File: config.mk
export PLATFORM = sky130hd
export DESIGN_NAME = ring_buffer_offset_lookup
export DESIGN_NICKNAME = d
export VERILOG_FILES = /design/src/rbol_pkg.sv /design/src/rbol_cell.sv /design/src/ring_buffer_offset_lookup.sv
export SDC_FILE = /design/constraint.sdc
export NUM_CORES = 2
export LEC_CHECK = 0
export BUFFER_PORTS_ARGS = -buffer_cell sky130_fd_sc_hd__buf_2
export CAP_MARGIN = 20
export CORE_MARGIN = 5
export CORE_UTILIZATION = 60
export CTS_CLUSTER_SIZE = 20
export DETAILED_ROUTE_END_ITERATION = 16
export GPL_TIMING_DRIVEN = 0
export PLACE_DENSITY = 0.88
export SYNTH_ARGS = -nofsm -noshare
export SYNTH_HDL_FRONTEND = slang
export SYNTH_SLANG_ARGS = --single-unit
File: constraint.sdc
create_clock -name i_clk -period 42.3 [get_ports i_clk]
set_clock_uncertainty 0.15 [all_clocks]
set_input_delay 6.345 -clock i_clk [delete_from_list [all_inputs] [get_ports i_clk]]
set_output_delay 6.345 -clock i_clk [all_outputs]
set_load 0.02 [all_outputs]
File: src/rbol_pkg.sv
// shared types and constants for the ring buffer offset lookup
package rbol_pkg;

    localparam int SLOT_COUNT = 10;
    localparam int SLOT_IDX_W = (SLOT_COUNT > 1) ? $clog2(SLOT_COUNT) : 1;

    localparam int HANDLE_W = 32;
    localparam int SIZE_W   = 16;
    localparam int OFFS_W   = 20;
    localparam int SLOTNUM_W = 4;

    typedef enum logic {
        CMD_ADD  = 1'b0,
        CMD_FIND = 1'b1
    } t_cmd;

    typedef enum logic [1:0] {
        STAT_ADDED   = 2'd0,
        STAT_FOUND   = 2'd1,
        STAT_MISSING = 2'd2
    } t_status;

    typedef struct packed {
        t_cmd                cmd;
        logic [HANDLE_W-1:0] entry_handle;
        logic [SIZE_W-1:0]   entry_size;
        logic [OFFS_W-1:0]   char_pos;
    } t_in_item;

    typedef struct packed {
        t_status              status;
        logic [SLOTNUM_W-1:0] slot_index;
        logic [HANDLE_W-1:0]  found_handle;
        logic [SIZE_W-1:0]    byte_offset;
    } t_out_item;

    // one stored entry, moved one cell further on every add
    typedef struct packed {
        logic [HANDLE_W-1:0]   handle;
        logic [SIZE_W-1:0]     size;
        logic [SLOT_IDX_W-1:0] slot;
    } t_entry;

    // search token, moved one cell towards the newest entry on every step
    typedef struct packed {
        logic                  found;
        logic [OFFS_W-1:0]     rem;
        logic [SLOT_IDX_W-1:0] slot;
        logic [HANDLE_W-1:0]   handle;
        logic [SIZE_W-1:0]     boff;
    } t_token;

endpackage

File: src/rbol_cell.sv
// one cell of the entry chain: holds an entry and processes the search token
module rbol_cell (
    input  logic            i_clk,
    input  logic            i_rst_n,
    input  logic            i_shift,
    input  rbol_pkg::t_entry i_ent,
    output rbol_pkg::t_entry o_ent,
    input  logic            i_step,
    input  rbol_pkg::t_token i_tok,
    output rbol_pkg::t_token o_tok
);

    rbol_pkg::t_entry r_ent;
    rbol_pkg::t_token r_tok;
    rbol_pkg::t_token n_tok;
    logic             w_hit;

    // an empty cell has zero size, so the token passes it untouched
    always_ff @(posedge i_clk) begin
        if (!i_rst_n) begin
            r_ent <= '0;
        end else if (i_shift) begin
            r_ent <= i_ent;
        end
    end

    assign w_hit = !i_tok.found &&
                   (i_tok.rem < {{(rbol_pkg::OFFS_W - rbol_pkg::SIZE_W){1'b0}}, r_ent.size});

    always_comb begin
        n_tok = i_tok;
        if (w_hit) begin
            n_tok.found  = 1'b1;
            n_tok.slot   = r_ent.slot;
            n_tok.handle = r_ent.handle;
            n_tok.boff   = i_tok.rem[rbol_pkg::SIZE_W-1:0];
        end else if (!i_tok.found) begin
            n_tok.rem = i_tok.rem
                        - {{(rbol_pkg::OFFS_W - rbol_pkg::SIZE_W){1'b0}}, r_ent.size};
        end
    end

    always_ff @(posedge i_clk) begin
        if (i_step) begin
            r_tok <= n_tok;
        end
    end

    assign o_ent = r_ent;
    assign o_tok = r_tok;

endmodule

File: src/ring_buffer_offset_lookup.sv
// top level of the ring buffer offset lookup: control, cell chain and result register
//
// A ring of SLOT_COUNT entries (handle and byte length) kept as a chain of
// cells ordered by age: cell 0 holds the newest entry, the last cell the
// oldest. An add item shifts every entry one cell along and puts the new one
// into cell 0, so once the ring is full the oldest entry drops out of the
// end; each cell remembers the ring slot number its entry was written to.
// A find item launches a search token into the oldest cell; the token moves
// one cell per cycle towards the newest, subtracting each entry's length
// from the remaining offset until it lands inside an entry. Empty cells and
// zero-length entries are passed over. One item is handled at a time: an
// add passes through the FLUSH state into the result register, a find is
// loaded once its token has walked the cell chain down to cell 0. The
// input is ready again in the same cycle that the result register first
// presents the result. A finished item waits in place for the result
// register to be emptied before it is loaded. Input ready is held low
// during reset. Reset clears every cell to an empty entry.
module ring_buffer_offset_lookup (
    input  logic                i_clk,
    input  logic                i_rst_n,
    input  logic                i_in_valid,
    output logic                o_in_ready,
    input  rbol_pkg::t_in_item  i_in_data,
    output logic                o_out_valid,
    input  logic                i_out_ready,
    output rbol_pkg::t_out_item o_out_data
);

    localparam int N = rbol_pkg::SLOT_COUNT;
    localparam int W = rbol_pkg::SLOT_IDX_W;

    typedef enum logic [2:0] {
        S_IDLE  = 3'b001,
        S_WALK  = 3'b010,
        S_FLUSH = 3'b100
    } t_state;

    t_state              r_state, n_state;
    logic [W-1:0]        r_cnt, n_cnt;
    logic [W-1:0]        r_wr_idx, n_wr_idx;
    logic                r_is_add, n_is_add;
    logic                r_out_valid, n_out_valid;
    rbol_pkg::t_out_item r_out_data, n_out_data;

    logic                w_accept;
    logic                w_shift;
    logic                w_step;
    logic                w_res_ready;
    logic                w_out_free;
    rbol_pkg::t_entry    w_new_ent;
    rbol_pkg::t_token    w_new_tok;
    rbol_pkg::t_entry    w_ent [N];
    rbol_pkg::t_token    w_tok [N];

    // handshake
    assign o_in_ready = (r_state == S_IDLE) && i_rst_n;
    assign w_accept   = i_in_valid && o_in_ready;
    assign w_out_free = !r_out_valid || i_out_ready;

    // an add shifts the chain, a find launches the token
    assign w_shift = w_accept && (i_in_data.cmd == rbol_pkg::CMD_ADD);
    assign w_step  = (w_accept && (i_in_data.cmd == rbol_pkg::CMD_FIND))
                     || ((r_state == S_WALK) && (r_cnt != '0));

    // token has reached cell 0 once the walk counter runs out
    assign w_res_ready = (r_state == S_FLUSH) || ((r_state == S_WALK) && (r_cnt == '0));

    always_comb begin
        w_new_ent.handle = i_in_data.entry_handle;
        w_new_ent.size   = i_in_data.entry_size;
        w_new_ent.slot   = r_wr_idx;

        w_new_tok        = '0;
        w_new_tok.rem    = i_in_data.char_pos;
    end

    // cell chain: entries move up the index, the token moves down
    for (genvar k = 0; k < N; k++) begin : g_cell
        rbol_pkg::t_entry w_ent_in;
        rbol_pkg::t_token w_tok_in;

        if (k == 0) begin : g_first
            assign w_ent_in = w_new_ent;
        end else begin : g_mid_ent
            assign w_ent_in = w_ent[k-1];
        end

        if (k == N - 1) begin : g_last
            assign w_tok_in = w_new_tok;
        end else begin : g_mid_tok
            assign w_tok_in = w_tok[k+1];
        end

        rbol_cell u_cell (
            .i_clk   (i_clk),
            .i_rst_n (i_rst_n),
            .i_shift (w_shift),
            .i_ent   (w_ent_in),
            .o_ent   (w_ent[k]),
            .i_step  (w_step),
            .i_tok   (w_tok_in),
            .o_tok   (w_tok[k])
        );
    end

    // control and result register
    always_comb begin
        n_state     = r_state;
        n_cnt       = r_cnt;
        n_wr_idx    = r_wr_idx;
        n_is_add    = r_is_add;
        n_out_valid = r_out_valid;
        n_out_data  = r_out_data;

        if (r_out_valid && i_out_ready) begin
            n_out_valid = 1'b0;
        end

        unique case (r_state)
            S_IDLE: begin
                if (w_accept) begin
                    if (i_in_data.cmd == rbol_pkg::CMD_ADD) begin
                        n_is_add = 1'b1;
                        n_state  = S_FLUSH;
                        // write slot wraps after the last one
                        if (r_wr_idx == W'(N - 1)) begin
                            n_wr_idx = '0;
                        end else begin
                            n_wr_idx = r_wr_idx + 1'b1;
                        end
                    end else begin
                        n_is_add = 1'b0;
                        n_cnt    = W'(N - 1);
                        n_state  = S_WALK;
                    end
                end
            end
            S_WALK: begin
                if (r_cnt != '0) begin
                    n_cnt = r_cnt - 1'b1;
                end else if (!w_out_free) begin
                    n_state = S_FLUSH;
                end
            end
            S_FLUSH: begin
            end
            default: begin
                n_state = S_IDLE;
            end
        endcase

        if (w_res_ready && w_out_free) begin
            n_out_valid = 1'b1;
            n_state     = S_IDLE;
            n_out_data  = '0;
            if (r_is_add) begin
                n_out_data.status = rbol_pkg::STAT_ADDED;
            end else if (w_tok[0].found) begin
                n_out_data.status       = rbol_pkg::STAT_FOUND;
                n_out_data.slot_index   = rbol_pkg::SLOTNUM_W'(w_tok[0].slot);
                n_out_data.found_handle = w_tok[0].handle;
                n_out_data.byte_offset  = w_tok[0].boff;
            end else begin
                n_out_data.status = rbol_pkg::STAT_MISSING;
            end
        end
    end

    always_ff @(posedge i_clk) begin
        if (!i_rst_n) begin
            r_state     <= S_IDLE;
            r_cnt       <= '0;
            r_wr_idx    <= '0;
            r_is_add    <= 1'b0;
            r_out_valid <= 1'b0;
        end else begin
            r_state     <= n_state;
            r_cnt       <= n_cnt;
            r_wr_idx    <= n_wr_idx;
            r_is_add    <= n_is_add;
            r_out_valid <= n_out_valid;
        end
    end

    always_ff @(posedge i_clk) begin
        r_out_data <= n_out_data;
    end

    assign o_out_valid = r_out_valid;
    assign o_out_data  = r_out_data;

endmodule
## Yosys cells after proc, flatten, opt, wreduce, memory -nomap -nowiden

Cells that the tools add are included.

| storage, ports and cells | value |
|---|---|
| bits in read-only memories | 0 |
| word-level logic and storage cells | 203 |
| RAM bits | 0 |
| register bits after elaboration | 1297 |
| bits of input ports | 73 |
| output and inout bits | 56 |
| bits in latches | 0 |
| memories | 0 |

| operators by class | value |
|---|---|
| $lt $le $gt $ge | 10 |
| div/mod/pow operators | 0 |
| mux-type cells | 41 |
| shift operators | 0 |
| reduce and logical (&&, ||, !) cells | 40 |
| eq/ne operators | 9 |
| $add $sub $neg | 11 |
| bitwise logic cells | 4 |
| multipliers | 0 |

Operators with widths:

| cell | count |
|---|---|
| $mux W52 | 9 |
| $mux W20 | 17 |
| $lt A20 B16 Y1 | 10 |
| $sub A20 B16 Y20 | 9 |
| $logic_and A1 B1 Y1 | 17 |
| $mux W4 | 4 |
| $mux W3 | 4 |
| $logic_not A1 Y1 | 10 |
| $ne A2 B2 Y1 const B | 5 |
| $pmux W3 S3 | 1 |
| $pmux W4 S2 | 1 |
| $reduce_and A4 Y1 | 2 |
| $add A4 B1 Y4 const B | 1 |
| $eq A4 B4 Y1 const B | 1 |
| $logic_not A4 Y1 | 1 |
| $mux W1 | 4 |
| $not A1 Y1 | 4 |
| $reduce_bool A2 Y1 | 2 |
| $reduce_bool A4 Y1 | 1 |
| $reduce_or A2 Y1 | 2 |
| $sub A4 B1 Y4 const B | 1 |
| $eq A3 B1 Y1 const B | 1 |
| $eq A3 B2 Y1 const B | 1 |
| $eq A3 B3 Y1 const B | 1 |
| other kinds (4) | 6 |

## Longest topological paths before layout

| depth | value |
|---|---|
| depth after elaboration | 5 |
| depth in mapped cells | 13 |
| gate-level depth less buffers | 11 |

## Cells and area by module

From an unflattened synthesis, not the netlist that was laid out.

| second synthesis, totals | value |
|---|---|
| cell total of the unflattened synthesis | 4831 |
| area, all modules | 63235.6 um2 |

By module, submodules not included:

| module | cells each | times used | area each (um2) | sequential area each (um2) |
|---|---|---|---|---|
| rbol_cell at g_cell[3].u_cell ... | 462 | 7 | 6099.6 | 3233.1 |
| rbol_cell at g_cell[0].u_cell ... | 467 | 3 | 5933.2 | 3233.1 |
| ring_buffer_offset_lookup | 196 | 1 | 2738.9 | 1881.8 |

## Least setup slack after synthesis

Ideal clock, no wire load.

| timing | value |
|---|---|
| path kind | input to register |
| from | in i_in_valid |
| to | reg g_cell[0].u_cell.r_tok (netlist bit g_cell[0].u_cell.o_tok[0]) (enable) |
| data required time | 37.140 ns |
| buffers on the path | 0 |
| cell stages on the path | 2 |
| slack | 19.195 ns |
| arrival | 17.945 ns |
| cell sequence | nand4_1 nand2_1 |

| on the way | value |
|---|---|
| word-level cells in the longest chain between the ends | 3 |

Ends and longest elaborated chain:

| item | line | source |
|---|---|---|
| from (decl) | ring_buffer_offset_lookup.sv:21 | `input logic i_in_valid,` |
| $logic_and A1 B1 Y1 | ring_buffer_offset_lookup.sv:57 | `assign w_accept = i_in_valid && o_in_ready;` |
| $logic_and A1 B1 Y1 | ring_buffer_offset_lookup.sv:62 | `assign w_step = (w_accept && (i_in_data.cmd == rbol_pkg::CMD_FIND))` |
| $logic_or A1 B1 Y1 | ring_buffer_offset_lookup.sv:63 | `\|\| ((r_state == S_WALK) && (r_cnt != '0));` |
| net g_cell[0].u_cell.i_step | rbol_cell.sv:8 | `input logic i_step,` |
| to (signal assigned) | rbol_cell.sv:45 | `r_tok <= n_tok;` |
| to (decl) | rbol_cell.sv:14 | `rbol_pkg::t_token r_tok;` |

The timed path passes the listed nets, and every way through them passes these cells.
A chain may end at the register's enable or synchronous reset.

## Final worst setup path

| timing | value |
|---|---|
| from | in i_rst_n |
| to | out o_in_ready |

| on the way | value |
|---|---|
| word-level cells in the longest chain between the ends | 1 |

Ends and longest elaborated chain:

| item | line | source |
|---|---|---|
| from (decl) | ring_buffer_offset_lookup.sv:20 | `input logic i_rst_n,` |
| $logic_and A1 B1 Y1 | ring_buffer_offset_lookup.sv:56 | `assign o_in_ready = (r_state == S_IDLE) && i_rst_n;` |
| to (decl) | ring_buffer_offset_lookup.sv:22 | `output logic o_in_ready,` |

Every way passes these cells.

==> flow_summary.toml <==
[power]
net-switching-power_w = 0.000592
power-per-cell-area_mw_per_mm2 = 41.3
clock_power_share_pct = 43.6
power.leakage_nw = 21.8
internal_power_w = 0.00207
comb_power_share_pct = 4.9
sequentialPowerShare_pct = 51.5
vdd_ir_drop_max_v = 0.0000299
swShare_pct = 22.3

[global_route]
met3_capacity_usage_during_global_routing_pct = 4.51
grt_pass1_vias = 40900
grt_antenna_before_repair = 2
grt_usage_pct = 27.4
gr-total-overflow = 0
first_pass_grt_wire_length_mm = 224
grt.met1_usage_pct = 34.4
busiest_metal_layer_after_global_routing = "met2"
groute.layer.met2.usage_pct = 46.5
grt_max_degree = 78

[drt]
detailedRoute.firstPassIterationCount = 8
number_of_remaining_drc_errors = 0
detailedRoute.firstIterationViolations = 4028
routedWlPerCell_um = 20.7
via_per_inst = 5.85
vias = 40500
drt-total-wl_mm = 143
ant_nets = 0

[setup_path]
critPathMaxFanout = 8
critPathArrivalTime_ps = 6920
reg2reg_depth = 11
required_ps = 35810
ff_to_ff_end = "g_cell[5].u_cell.o_tok[66]$_DFFE_PP_"
timing.setup.critical_path_class = "in2out"
r2r_slack_ps = 38140
worst-path-buf-inv = 2
worst_setup_path_end_kind = "output pin"
cp-start-kind = "input port"
ordered_list_of_cells_on_the_worst_path = "buf_2 -> and2_1 -> buf_2"
critical_path.reg2reg.startpoint = "g_cell[6].u_cell.o_tok[52]$_DFFE_PP_"
worstSetupStartpoint = "i_rst_n"
cpMaxStageDelayCell = "sky130_fd_sc_hd__buf_2"
timing.critical_path.max_delay_family = "buffers and inverters"
max_stage_delay_ps = 210
crit_top_cell = "sky130_fd_sc_hd__buf_2"

[synth]
synth_area_leaders = "sky130_fd_sc_hd__edfxtp_1 40%, sky130_fd_sc_hd__dfxtp_1 19%, sky130_fd_sc_hd__mux2_2 9.7%, sky130_fd_sc_hd__nand2_1 7.9%, sky130_fd_sc_hd__a21oi_1 5.5%"
ys.flop_type = "sky130_fd_sc_hd__edfxtp_1"
synthesis.instances = 5264
synth.largest_area_cell = "sky130_fd_sc_hd__edfxtp_1"
synth_compound_area_share_pct = 10.2
synthesis.nets = 5506
synth_top_family_by_area = "simple AND/OR/NAND/NOR gates"
syn-mean-instance-area_um2 = 10.9
postSynth.asyncResetShare_pct = 0
synth_edf_count = 764
post_synth_mux_area_share_pct = 10.0
synth_simple_gate_area_share_pct = 12.3
yosysSeqAreaShare_pct = 58.4
arithmetic_cell_share_of_the_synthesized_area_counting_full_adders_half_adders_and_majority_gates_pct = 3.79
synth_area_mm2 = 0.0575
synth_cell_type_count = 79
yosysTopAreaCellShare_pct = 39.9
ys_ff_latch = 1297
synth-warning-count = 0
yosys.area_share.xor_xnor_pct = 2.07

[die]
coreArea_mm2 = 0.0950
initial_utilization_pct = 60.5
fp.dieW_um = 320
die-height_um = 320
design.portCount = 129
floorplan.rows = 113
die_area_mm2 = 0.102

[min_path]
hold-path-cell-count = 2
min_from = "g_cell[9].u_cell.o_ent[32]$_SDFFE_PN0P_"
hold_path_class = "reg2reg"
hold_path_end = "g_cell[9].u_cell.o_ent[32]$_SDFFE_PN0P_"

[clock_network]
path_clk_slew_ps = 60
tritoncts = "yes"
clk_root_buffer_cell = "sky130_fd_sc_hd__clkbuf_16"
cts_made_buffers = 130
clkSinkCount = 1297
cts_setup_buffers = 0
cts.hold.buffers_added = 0
cts_htree_levels = 4
clock_latency_ps = 740
cts.path.max_buffers = 3
post_cts_resize_count = 0

[placement]
placedCellCount = 6671
gp_congestion = 0.945
dp_slack_ps = 28910
dpl.hpwl_mm = 101
port-buffer-count = 128

[sta]
final_count_of_hold_timing_violations = 0
hold-worst-slack_ps = 301
finalCritPeriodShare_pct = 31.7
number_of_setup_violations_in_the_final_report = 0
post-route-min-period_ps = 13410
worst_path_setup_slack_after_routing_ps = 28890
setup_total_negative_slack_ps = 0
fmaxAchievable_mhz = 74.5
worst_slew_pin_slew_ps = 1130
rsz0062_at_grt = "false"
slew_limit_fails = 0
max-slew-margin-rel_pct = 24.5

[cells_and_area]
finalNetCount = 5782
final_util_pct = 67.8
post_route_cells_drive_above_1_share_pct = 16.3
post_layout_nonfiller_instances = 6916
flow.area_growth_from_synthesis_pct = 12.1

[status]
result_of_the_run = "complete, no violations"

[flow_run]
max_cap_viols = 0
how the worst max path moves through the flow:
stage	depth (start not counted)	endpoint	slack [ps]
after floorplan	2	g_cell[0].u_cell.o_tok[0]$_DFFE_PP_	19190
after global routing	3	o_in_ready	28890
final	3	o_in_ready	28890
after detailed placement	3	o_in_ready	28910
after global placement	3	g_cell[9].u_cell.o_tok[2]$_SDFFCE_PN0P_	12510
after CTS	3	o_in_ready	28900
area by class of cell:
type                            count  area [um^2]
Inverter                          195          732
Clock buffer                      198         3790
Clock inverter                     44          553
Multi-Input combinational cell   3499        22100
Buffer                            273         1110
Timing Repair Buffer              144         1000
Antenna cell                        1         2.50
Fill cell                        6440        30500
Tap cell                         1265         1580
Sequential cell                  1297        33600
registers in the layout, summed over array words and instances, names as in the netlist:
register             cells
o_out_data              54
g_cell.u_cell.o_tok    710
g_cell.u_cell.o_ent    520
r_is_add                 1
r_cnt                    4
r_wr_idx                 4
o_out_valid              1
r_state                  3
synth_stat cells (5+ instances only):
master / instances
sky130_fd_sc_hd__edfxtp_1: 764
sky130_fd_sc_hd__and2_1: 112
sky130_fd_sc_hd__ha_1: 160
sky130_fd_sc_hd__xor2_1: 57
sky130_fd_sc_hd__inv_1: 194
sky130_fd_sc_hd__a31oi_1: 16
sky130_fd_sc_hd__o21bai_1: 26
sky130_fd_sc_hd__mux2i_1: 9
sky130_fd_sc_hd__o211ai_1: 9
sky130_fd_sc_hd__o31a_1: 5
sky130_fd_sc_hd__o22ai_1: 6
sky130_fd_sc_hd__dfxtp_1: 533
sky130_fd_sc_hd__a21o_1: 51
sky130_fd_sc_hd__nor3_1: 36
sky130_fd_sc_hd__and3_1: 19
sky130_fd_sc_hd__mux2_2: 497
sky130_fd_sc_hd__nor2_1: 95
sky130_fd_sc_hd__nand4_1: 15
sky130_fd_sc_hd__or3_1: 10
sky130_fd_sc_hd__buf_1: 7
sky130_fd_sc_hd__o31ai_1: 13
sky130_fd_sc_hd__a211oi_1: 16
sky130_fd_sc_hd__a31o_2: 5
sky130_fd_sc_hd__buf_2: 47
sky130_fd_sc_hd__nand3_1: 24
sky130_fd_sc_hd__nand2b_1: 31
sky130_fd_sc_hd__xnor2_1: 79
sky130_fd_sc_hd__a21oi_1: 635
sky130_fd_sc_hd__nor2b_1: 45
sky130_fd_sc_hd__nand2_1: 1214
sky130_fd_sc_hd__o21ai_0: 167
sky130_fd_sc_hd__mux2_1: 8
sky130_fd_sc_hd__a211o_1: 6
sky130_fd_sc_hd__nor4_1: 13
sky130_fd_sc_hd__fa_1: 9
sky130_fd_sc_hd__or2_2: 9
sky130_fd_sc_hd__buf_4: 6
sky130_fd_sc_hd__clkbuf_1: 212
sky130_fd_sc_hd__o21a_1: 22
worst min-delay path, stage by stage (launching register included):
cell and delay [ps]:
sky130_fd_sc_hd__dfxtp_1 300, sky130_fd_sc_hd__nand2_1 50, sky130_fd_sc_hd__a21oi_1 50
layout by cell type (no fill, tap or decap), drive strengths merged, types with 10 or more instances in the layout:
cell       n
xnor2     79
inv      199
nor3      38
dfxtp    533
o211ai    11
and2     112
a21oi    635
o21ai    171
o21a      22
nor2b     45
nor4      13
a31oi     17
edfxtp   764
and3      19
nand4     15
nor2      95
mux2     505
buf      205
or3       10
clkinv    32
clkbuf   410
nand3     24
o31ai     15
nand2   1214
ha       160
a211oi    18
o21bai    26
nand2b    31
xor2      57
a21o      51
or2       10
power groups by stage:
stage	Clock, W	Combinational (W)	Sequential, W
final	0.00116	0.000131	0.00137
after global routing	0.00122	0.000142	0.00137
after CTS	0.00117	0.000129	0.00137
after detailed placement	0	0.000127	0.00140
after global placement	0	0.000121	0.00143
after floorplan	0	0.0000856	0.00142
per-stage QoR:
stage / instance area (um^2) / total power, W
global placement: 59700 / 0.00155
global route: 64500 / 0.00274
floorplan: 57500 / 0.00150
finish: 64500 / 0.00266
CTS: 64400 / 0.00267
detailed placement: 60100 / 0.00152
routing by layer:
metal,share of wire [%],wire [um],vias to the layer above
met4,5.1,7280,0
met5,0,0,-
met1,39,55600,19200
met2,48,69000,1923
li1,-,-,19000
met3,7.7,11000,386
cells by family (layout without fill, tap and decap cells):
group           Yosys count  count (layout)
other cells               0               1
buf+inv                 468             854
fa+ha+maj               169             169
xor+xnor                136             136
flops                  1297            1297
mux                     514             514
simple gates           1648            1648
compound gates         1032            1032
Note: power is estimated with default switching activity, not from simulation.
